--- config.mk ---
export PLATFORM = sky130hd
export DESIGN_NAME = hfba_ctrl
export DESIGN_NICKNAME = d
export VERILOG_FILES = /design/src/rtl/hfba_pkg.sv /design/src/rtl/hfba_ctrl.sv
export SDC_FILE = /design/constraint.sdc
export NUM_CORES = 1
export LEC_CHECK = 0
export BUFFER_PORTS_ARGS = -buffer_cell sky130_fd_sc_hd__buf_2
export CAP_MARGIN = 20
export CORE_AREA = 2 2 39 41
export CTS_BUF_LIST = sky130_fd_sc_hd__clkbuf_2 sky130_fd_sc_hd__clkbuf_4 sky130_fd_sc_hd__clkbuf_8
export DETAILED_ROUTE_END_ITERATION = 7
export DIE_AREA = 0 0 41 43
export PLACE_DENSITY = 0.67
export SLEW_MARGIN = 20
export SYNTH_ARGS = -nofsm -noshare
export SYNTH_HDL_FRONTEND = slang
export SYNTH_SLANG_ARGS = --single-unit
--- constraint.sdc ---
create_clock -name clk -period 1.51 [get_ports clk]
set_clock_uncertainty 0.15 [all_clocks]
set_input_delay 0.302 -clock clk [delete_from_list [all_inputs] [get_ports clk]]
set_output_delay 0.302 -clock clk [all_outputs]
set_load 0.01 [all_outputs]
--- src/rtl/hfba_pkg.sv ---
// ----------------------------------------------------------------------------
// hfba_pkg
// Shared types, codes and helpers of the half-fit block allocator.
// ----------------------------------------------------------------------------
package hfba_pkg;

  localparam int IDX_W       = 10;
  localparam int DEPTH       = 1024;
  localparam int NUM_BUCKETS = 11;
  localparam int UNIT_BYTES  = 32;

  localparam logic ACT_ALLOC = 1'b0;
  localparam logic ACT_FREE  = 1'b1;

  typedef enum logic [1:0] {
    STATUS_OK,
    STATUS_BAD_SIZE,
    STATUS_NO_FIT,
    STATUS_NOT_ALLOC
  } status_t;

  // header word without the physical prev field (kept in its own memory)
  typedef struct packed {
    logic [IDX_W-1:0] next;
    logic [IDX_W-1:0] size;   // 0 means 1024 units
    logic             alloc;
  } hdr_rest_t;

  typedef struct packed {
    logic             valid;
    logic [IDX_W-1:0] idx;
  } head_t;

  typedef enum logic [3:0] {
    OP_NONE,
    OP_CLEAR,
    OP_LATCH,
    OP_ALOOK,
    OP_AHDR,
    OP_ASPLIT,
    OP_FCHK,
    OP_FP,
    OP_FRN,
    OP_FN,
    OP_FCLRX,
    OP_FHDR,
    OP_FAFTER,
    OP_ADD2,
    OP_LOAD_OUT
  } dp_op_t;

  typedef enum logic [3:0] {
    ST_CLEAR,
    ST_IDLE,
    ST_ALOOK,
    ST_AHDR,
    ST_ASPLIT,
    ST_FCHK,
    ST_FP,
    ST_FRN,
    ST_FN,
    ST_FCLRX,
    ST_FHDR,
    ST_FAFTER,
    ST_ADD2,
    ST_DONE
  } ctl_state_t;

  typedef struct packed {
    dp_op_t op;
  } dp_cmd_t;

  typedef struct packed {
    logic fail;
    logic exact;
    logic clr_last;
  } dp_stat_t;

  // ceil(log2(units)), units in 1..1024
  function automatic logic [3:0] bucket_of(input logic [10:0] units);
    logic [10:0] n;
    logic [3:0]  k;
    n = (units == 11'd0) ? 11'd0 : units - 11'd1;
    k = '0;
    for (int i = 0; i < 11; i++) begin
      if (n[i]) k = 4'(i + 1);
    end
    return k;
  endfunction

  function automatic logic [10:0] units_of(input logic [IDX_W-1:0] s);
    return (s == '0) ? 11'd1024 : {1'b0, s};
  endfunction

endpackage

--- src/rtl/hfba_ctrl.sv ---
// ----------------------------------------------------------------------------
// hfba_ctrl
// Sequencer: clear pass, request handshake, step order, output register.
// ----------------------------------------------------------------------------
module hfba_ctrl (
  input  logic               clk,
  input  logic               rst,
  input  logic               req_valid,
  input  logic               req_action,
  output logic               req_ready,
  input  logic               rsp_ready,
  output logic               rsp_valid,
  output hfba_pkg::dp_cmd_t  cmd,
  input  hfba_pkg::dp_stat_t stat
);

  hfba_pkg::ctl_state_t state, state_next;
  logic out_free;

  assign out_free  = !rsp_valid || rsp_ready;
  assign req_ready = (state == hfba_pkg::ST_IDLE);

  always_ff @(posedge clk) begin
    if (rst) begin
      state     <= hfba_pkg::ST_CLEAR;
      rsp_valid <= 1'b0;
    end else begin
      state <= state_next;
      if (cmd.op == hfba_pkg::OP_LOAD_OUT) rsp_valid <= 1'b1;
      else if (rsp_ready)                  rsp_valid <= 1'b0;
    end
  end

  always_comb begin
    state_next = state;
    cmd.op     = hfba_pkg::OP_NONE;
    unique case (state)
      hfba_pkg::ST_CLEAR: begin
        cmd.op = hfba_pkg::OP_CLEAR;
        if (stat.clr_last) state_next = hfba_pkg::ST_IDLE;
      end
      hfba_pkg::ST_IDLE: begin
        if (req_valid) begin
          cmd.op     = hfba_pkg::OP_LATCH;
          state_next = (req_action == hfba_pkg::ACT_FREE) ? hfba_pkg::ST_FCHK
                                                          : hfba_pkg::ST_ALOOK;
        end
      end
      hfba_pkg::ST_ALOOK: begin
        cmd.op     = hfba_pkg::OP_ALOOK;
        state_next = stat.fail ? hfba_pkg::ST_DONE : hfba_pkg::ST_AHDR;
      end
      hfba_pkg::ST_AHDR: begin
        cmd.op     = hfba_pkg::OP_AHDR;
        state_next = (stat.fail || stat.exact) ? hfba_pkg::ST_DONE : hfba_pkg::ST_ASPLIT;
      end
      hfba_pkg::ST_ASPLIT: begin
        cmd.op     = hfba_pkg::OP_ASPLIT;
        state_next = hfba_pkg::ST_ADD2;
      end
      hfba_pkg::ST_FCHK: begin
        cmd.op     = hfba_pkg::OP_FCHK;
        state_next = stat.fail ? hfba_pkg::ST_DONE : hfba_pkg::ST_FP;
      end
      hfba_pkg::ST_FP: begin
        cmd.op     = hfba_pkg::OP_FP;
        state_next = hfba_pkg::ST_FRN;
      end
      hfba_pkg::ST_FRN: begin
        cmd.op     = hfba_pkg::OP_FRN;
        state_next = hfba_pkg::ST_FN;
      end
      hfba_pkg::ST_FN: begin
        cmd.op     = hfba_pkg::OP_FN;
        state_next = hfba_pkg::ST_FCLRX;
      end
      hfba_pkg::ST_FCLRX: begin
        cmd.op     = hfba_pkg::OP_FCLRX;
        state_next = hfba_pkg::ST_FHDR;
      end
      hfba_pkg::ST_FHDR: begin
        cmd.op     = hfba_pkg::OP_FHDR;
        state_next = hfba_pkg::ST_FAFTER;
      end
      hfba_pkg::ST_FAFTER: begin
        cmd.op     = hfba_pkg::OP_FAFTER;
        state_next = hfba_pkg::ST_ADD2;
      end
      hfba_pkg::ST_ADD2: begin
        cmd.op     = hfba_pkg::OP_ADD2;
        state_next = hfba_pkg::ST_DONE;
      end
      hfba_pkg::ST_DONE: begin
        if (out_free) begin
          cmd.op     = hfba_pkg::OP_LOAD_OUT;
          state_next = hfba_pkg::ST_IDLE;
        end
      end
      default: state_next = hfba_pkg::ST_CLEAR;
    endcase
  end

  a_accept_leaves_idle: assert property (@(posedge clk) disable iff (rst)
    (state == hfba_pkg::ST_IDLE && req_valid) |=> (state != hfba_pkg::ST_IDLE))
    else $error("accepted item did not start");

  a_load_sets_valid: assert property (@(posedge clk) disable iff (rst)
    (cmd.op == hfba_pkg::OP_LOAD_OUT) |=> rsp_valid)
    else $error("result loaded without valid");

  a_split_path: assert property (@(posedge clk) disable iff (rst)
    (state == hfba_pkg::ST_AHDR && !stat.fail && !stat.exact)
      |=> (state == hfba_pkg::ST_ASPLIT))
    else $error("split step skipped");

  a_no_result_in_clear: assert property (@(posedge clk) disable iff (rst)
    (state == hfba_pkg::ST_CLEAR) |-> !rsp_valid)
    else $error("result during clear pass");

endmodule

==> run summary, run 1 <==
GR Layer Usage met3: 1.571%
crit path DAT: 1.25 ns
Post-DP HPWL: 1008 µm
synthesized net count: 84
PD cells: 1029 nW/µm²
GR Util met1: 30.65%
Least-Margin Pin Slew: 0.2586 ns
Hold Buf Count CTS: 0
CTS root buf: clkbuf_4
Nets: 113
Starting Density: 41.77%
Clock transition at path regs: 0.04 ns
global route total overflow: 0
r2r setup slk: 0.05 ns
CTS tree: yes
syn_area_per_cell: 7.606 µm²
Slew Viols, Final: 0
final setup violation count: 5
Logic pwr share: 59.9%
clock share of power: 19.5%
post-synth top area share: 17.32%
RD Place Congestion: 0.7977
ANT nets after route: 0
Max Cap Viol: 0
global-route wire length before repair: 2497 µm
final worst path period need: 1.698 ns
number of global-route vias before repair: 572
leading area contributor after synthesis: dfxtp_1
total track usage: 20.70%
top achievable clock speed: 588.9 MHz
most common cell after layout, fill and taps aside: buf_4
DR vias: 658
CP Launch Type: flip-flop
Synth-to-Final Area Change: 44.81%
Worst slew margin: 82.61%
Max IR drop VDD: 430.7 µV
EDFF count, synth: 0
top post-synthesis cells by area: dfxtp_1, buf_6, a21oi_1
CP endpoint kind: primary output
n_diodes: 0
DR iter-0 viols: 22
mapped cell area: 578.1 µm²
Critical Path RT: 1.06 ns
final hold vios: 0
share of power burned in registers: 20.7%
Die X: 41 µm
busiest layer in global routing: met1
share of cells above drive strength 1: 54.81%
# H-tree levels: 1
Die ar.: 1763 µm²
status: finished with violations
height of the die: 43 µm
failing checks: negative setup slack
Pleak: 0.3614 nW
clock sinks: 5
aggregate routed wire length: 1601 µm
cts bufs inserted: 3
final cycle utilization of the critical path: 112.4%
reg2reg path depth: 6
Seq/Total Area, Yosys: 17.32%
hold slack final: 0.1579 ns
fin worst setup slack: -0.1880 ns
port bufs: 13
internal cell power: 0.0005518 W
Site Rows: 14
core area: 1384 µm²
synthesized netlist cell count: 76
most frequent cells in the layout: buf_4, buf_2, nand2_1
Top FF cell, synth: dfxtp_1
Post-synth ARST share: 0%
Pwr Total: 0.0008616 W
hold path cells: 2
initial antenna violation count: 0
post-route DRC violation count: 0
Clock Tree Buf Depth: 2
TritonRoute pass-1 iters: 4
sw frac: 35.96%
HP Class: in -> reg
RSZ-0062 raised after global routing: true
Avg WL per Cell: 13.34 µm
crit path kind: reg -> out
unique cell type count in the Yosys netlist: 32
Net Switching: 0.0003098 W
post-synthesis register bit count: 5
Via density: 5.483
I/O Pins: 14
pin count of the biggest net entering global routing: 9
CP max FO: 7
setup tns final: -0.5679 ns
Syn. warnings: 0
clock latency on the worst-skew pair: 0.24 ns
grt met2 use: 30.00%
## per-stage QoR
stage | util (%) | instance area [µm²] | setup WS [ns] | cells
floorplan | - | 578.1 | 0.002233 | 76
global placement | 50.09 | 693.2 | -0.02475 | 108
detailed placement | 50.09 | 693.2 | -0.02253 | 108
CTS | 59.58 | 824.5 | -0.1580 | 120
global route | 60.49 | 837.1 | -0.2657 | 120
finish | 60.49 | 837.1 | -0.1880 | 120
## cells by family after synthesis
| logic type | synth area share, % |
|---|---|
| AO/OA/AOI/OAI | 31.60 |
| buffers and inverters | 11.25 |
| flip-flops | 17.32 |
| multiplexers | 1.948 |
| AND/OR/NAND/NOR | 37.88 |
## worst max-delay path: stages (launching register included)
cell       delay, ns
dfxtp_2         0.35
bufbuf_16       0.26
nand2_1         0.08
a21oi_2         0.14
nor2_1          0.05
buf_2           0.13
## final timing paths
kind | from | to
worst min-delay path | rst | state[0]
worst max register to register | state[3] | state[0]
worst max-delay path | state[3] | cmd[2]
worst min register to register | rsp_valid | rsp_valid
## power by group through the flow
stage	sequential, W	combinational, W	clock, W
floorplan	0.000168	0.000289	0
CTS	0.000177	0.000500	0.000174
global placement	0.000173	0.000393	0
finish	0.000178	0.000516	0.000168
detailed placement	0.000172	0.000400	0
global route	0.000180	0.000556	0.000181
## sequential cells by signal, indices dropped and copies added (netlist names)
name	cells
state	4
rsp_valid	1
## layout make-up
type / instances / area [µm²]
well taps: 16 / 20.02
repair buffers: 31 / 245.2
fillers: 131 / 546.8
inverters: 2 / 7.507
multi-input cells: 62 / 427.9
flip-flops and latches: 5 / 106.4
clock buffers: 4 / 30.03
## synthesized netlist by cell type (2+ instances only)
master,count
nor2_4,2
clkbuf_1,2
a221oi_2,2
nand2b_1,4
buf_6,4
dfxtp_1,5
o21ai_0,5
inv_1,2
nor2_1,6
nand2_1,10
nor2b_1,2
nand2_2,2
a21oi_1,8
nand3_1,2
o211ai_1,3
## what timing repair did
item / CTS / global route
gates resized for setup: 9 / 4
pin swaps: 9 / 4
cloned: 1 / 0
setup endpoints to repair: 5 / 6
setup buffers: 7 / 0
## layer usage
layer	up-vias	wire length, µm	share of wire, %
li1	326	-	-
met1	310	724	45
met2	20	807	50
met3	2	52	3.2
met4	0	16	1.0
met5	-	0	0
Power figures use the tool's default switching activity.
==> run 2, diff against run 1 <==
Settings changed: CTS_BUF_LIST sky130_fd_sc_hd__clkbuf_2 sky130_fd_sc_hd__clkbuf_4 sky130_fd_sc_hd__clkbuf_8 to sky130_fd_sc_hd__clkbuf_8.
==> run summary, run 2 (synthesis results as in run 1) <==
status: finished with violations
failing checks: negative setup slack
Least-Margin Pin Slew: 0.2272 ns
Clock transition at path regs: 0.04 ns
Via density: 5.558
PD cells: 1101 nW/µm²
placed insts: 108
port bufs: 13
crit path DAT: 1.19 ns
number of global-route vias before repair: 571
slowest stage delay, CP: 0.35 ns
cell family with most CP delay: buffers and inverters
Worst slew margin: 84.86%
hold slack final: 0.1779 ns
HP Class: in -> reg
Regs by FF count: state (4), rsp_valid (1)
final worst path period need: 1.643 ns
Die X: 41 µm
total track usage: 21.18%
Starting Density: 41.77%
Post-DP HPWL: 1008 µm
I/O Pins: 14
register area: 105.1 µm²
Most flops, register: state
Slowest cell on crit path: dfxtp_2
Die ar.: 1763 µm²
top achievable clock speed: 608.6 MHz
Critical Path RT: 1.06 ns
RSZ-0062 raised after global routing: true
Avg WL per Cell: 13.69 µm
n_diodes: 0
Slew Viols, Final: 0
final instance area: 855.8 µm²
height of the die: 43 µm
Clock Tree Buf Depth: 2
Layout fillers: 127
final setup violation count: 5
CTS tree: yes
DR vias: 667
global route total overflow: 0
CP max FO: 7
Nets: 113
ANT nets after route: 0
fin worst setup slack: -0.1330 ns
initial antenna violation count: 0
share of cells above drive strength 1: 52.88%
Layout Cells excl Fill: 120
max FFs per register: 4
core area: 1384 µm²
cts bufs inserted: 3
final hold vios: 0
DR iter-0 viols: 22
final cycle utilization of the critical path: 108.8%
clock latency on the worst-skew pair: 0.22 ns
Placed Area: 693.2 µm²
most frequent cells in the layout: buf_2, buf_4, nand2_1
global-route wire length before repair: 2566 µm
RD Place Congestion: 0.7977
clock sinks: 5
Max IR drop VDD: 490.5 µV
CTS root buf: clkbuf_8
CP Launch Type: flip-flop
pin count of the biggest net entering global routing: 9
CP endpoint kind: primary output
post-route DRC violation count: 0
critical-path cell list: bufbuf_16 > nand2_1 > a21oi_2 > nor2_1 > buf_2
Bufs and invs on worst path: 2
Max Cap Viol: 0
# H-tree levels: 1
Site Rows: 14
Synth-to-Final Area Change: 48.05%
TritonRoute pass-1 iters: 4
aggregate routed wire length: 1643 µm
multi-input combinational cell area: 429.2 µm²
crit path kind: reg -> out
Pleak: 0.3685 nW
run 2: cell count changes in the layout (fill, tap and decap cells not counted):
cell | before | now
a21oi_1 | 5 | 6
a21oi_2 | 3 | 2
buf_4 | 14 | 13
buf_6 | 2 | 3
clkbuf_4 | 4 | 0
clkbuf_8 | 0 | 3
dfxtp_1 | 0 | 1
dfxtp_2 | 5 | 4
inv_1 | 2 | 3
o31ai_1 | 1 | 0
o31ai_2 | 0 | 1
run 2: power breakdown:
part | internal [W] | leakage (nW) | switching, W
Combinational | 0.000284 | 0.299 | 0.000235
Clock | 0.000175 | 0.0269 | 0.0000701
Sequential | 0.000153 | 0.0424 | 0.0000252
run 2: what timing repair did:
action | 4_1_cts | 5_1_grt
buffers inserted | 7 | 0
resized for setup | 9 | 4
gates cloned | 1 | 0
pin swaps | 9 | 5
endpoints found under the setup margin | 5 | 6
hold buffers | 0 | 0
run 2: final timing paths:
path,from,endpoint,slack [ns],depth (start not counted)
worst max-delay path,state[3],cmd[2],-0.13,5
worst min-delay path,rst,state[0],0.18,2
worst max register to register,state[3],state[0],0.05,6
worst min register to register,rsp_valid,rsp_valid,0.43,2
run 2: routing by layer:
| metal | part of all wire (%) | routed length, µm | up-vias | track usage [%] |
|---|---|---|---|---|
| met5 | 0 | 0 | - | 0 |
| met4 | 0.97 | 16 | 0 | 8.000 |
| met3 | 3.8 | 63 | 2 | 1.571 |
| met2 | 51 | 836 | 25 | 30.63 |
| met1 | 44 | 727 | 314 | 31.51 |
| li1 | - | - | 326 | - |
run 2: metrics by stage:
stage | setup slack, ns | util [%] | setup TNS [ns] | total power, W
after CTS | -0.1330 | 60.67 | -0.5181 | 0.0009180
final | -0.1330 | 61.84 | -0.4447 | 0.0009418
after detailed placement | -0.02253 | 50.09 | -0.02253 | 0.0005718
after global placement | -0.02475 | 50.09 | -0.02475 | 0.0005659
after floorplan | 0.002233 | - | 0 | 0.0004577
after global routing | -0.1917 | 61.84 | -0.6833 | 0.0009972
run 2: cell type report:
class                      instances  share of cell area (%)
multi-input combinational         62                   50.15
timing repair buffer              31                   29.09
sequential                         5                   12.28
clock buffer                       3                   4.825
tap                               16                   2.339
inverter                           2                  0.8772
clock inverter                     1                  0.4386
run 2: worst register-to-register path: cells and delay by family, from the launching register on:
family	cells	cell delay, ns
DFF	1	0.35
and+or+nand+nor	2	0.17
buffers and inverters	2	0.26
AOI/OAI and AO/OA	2	0.39
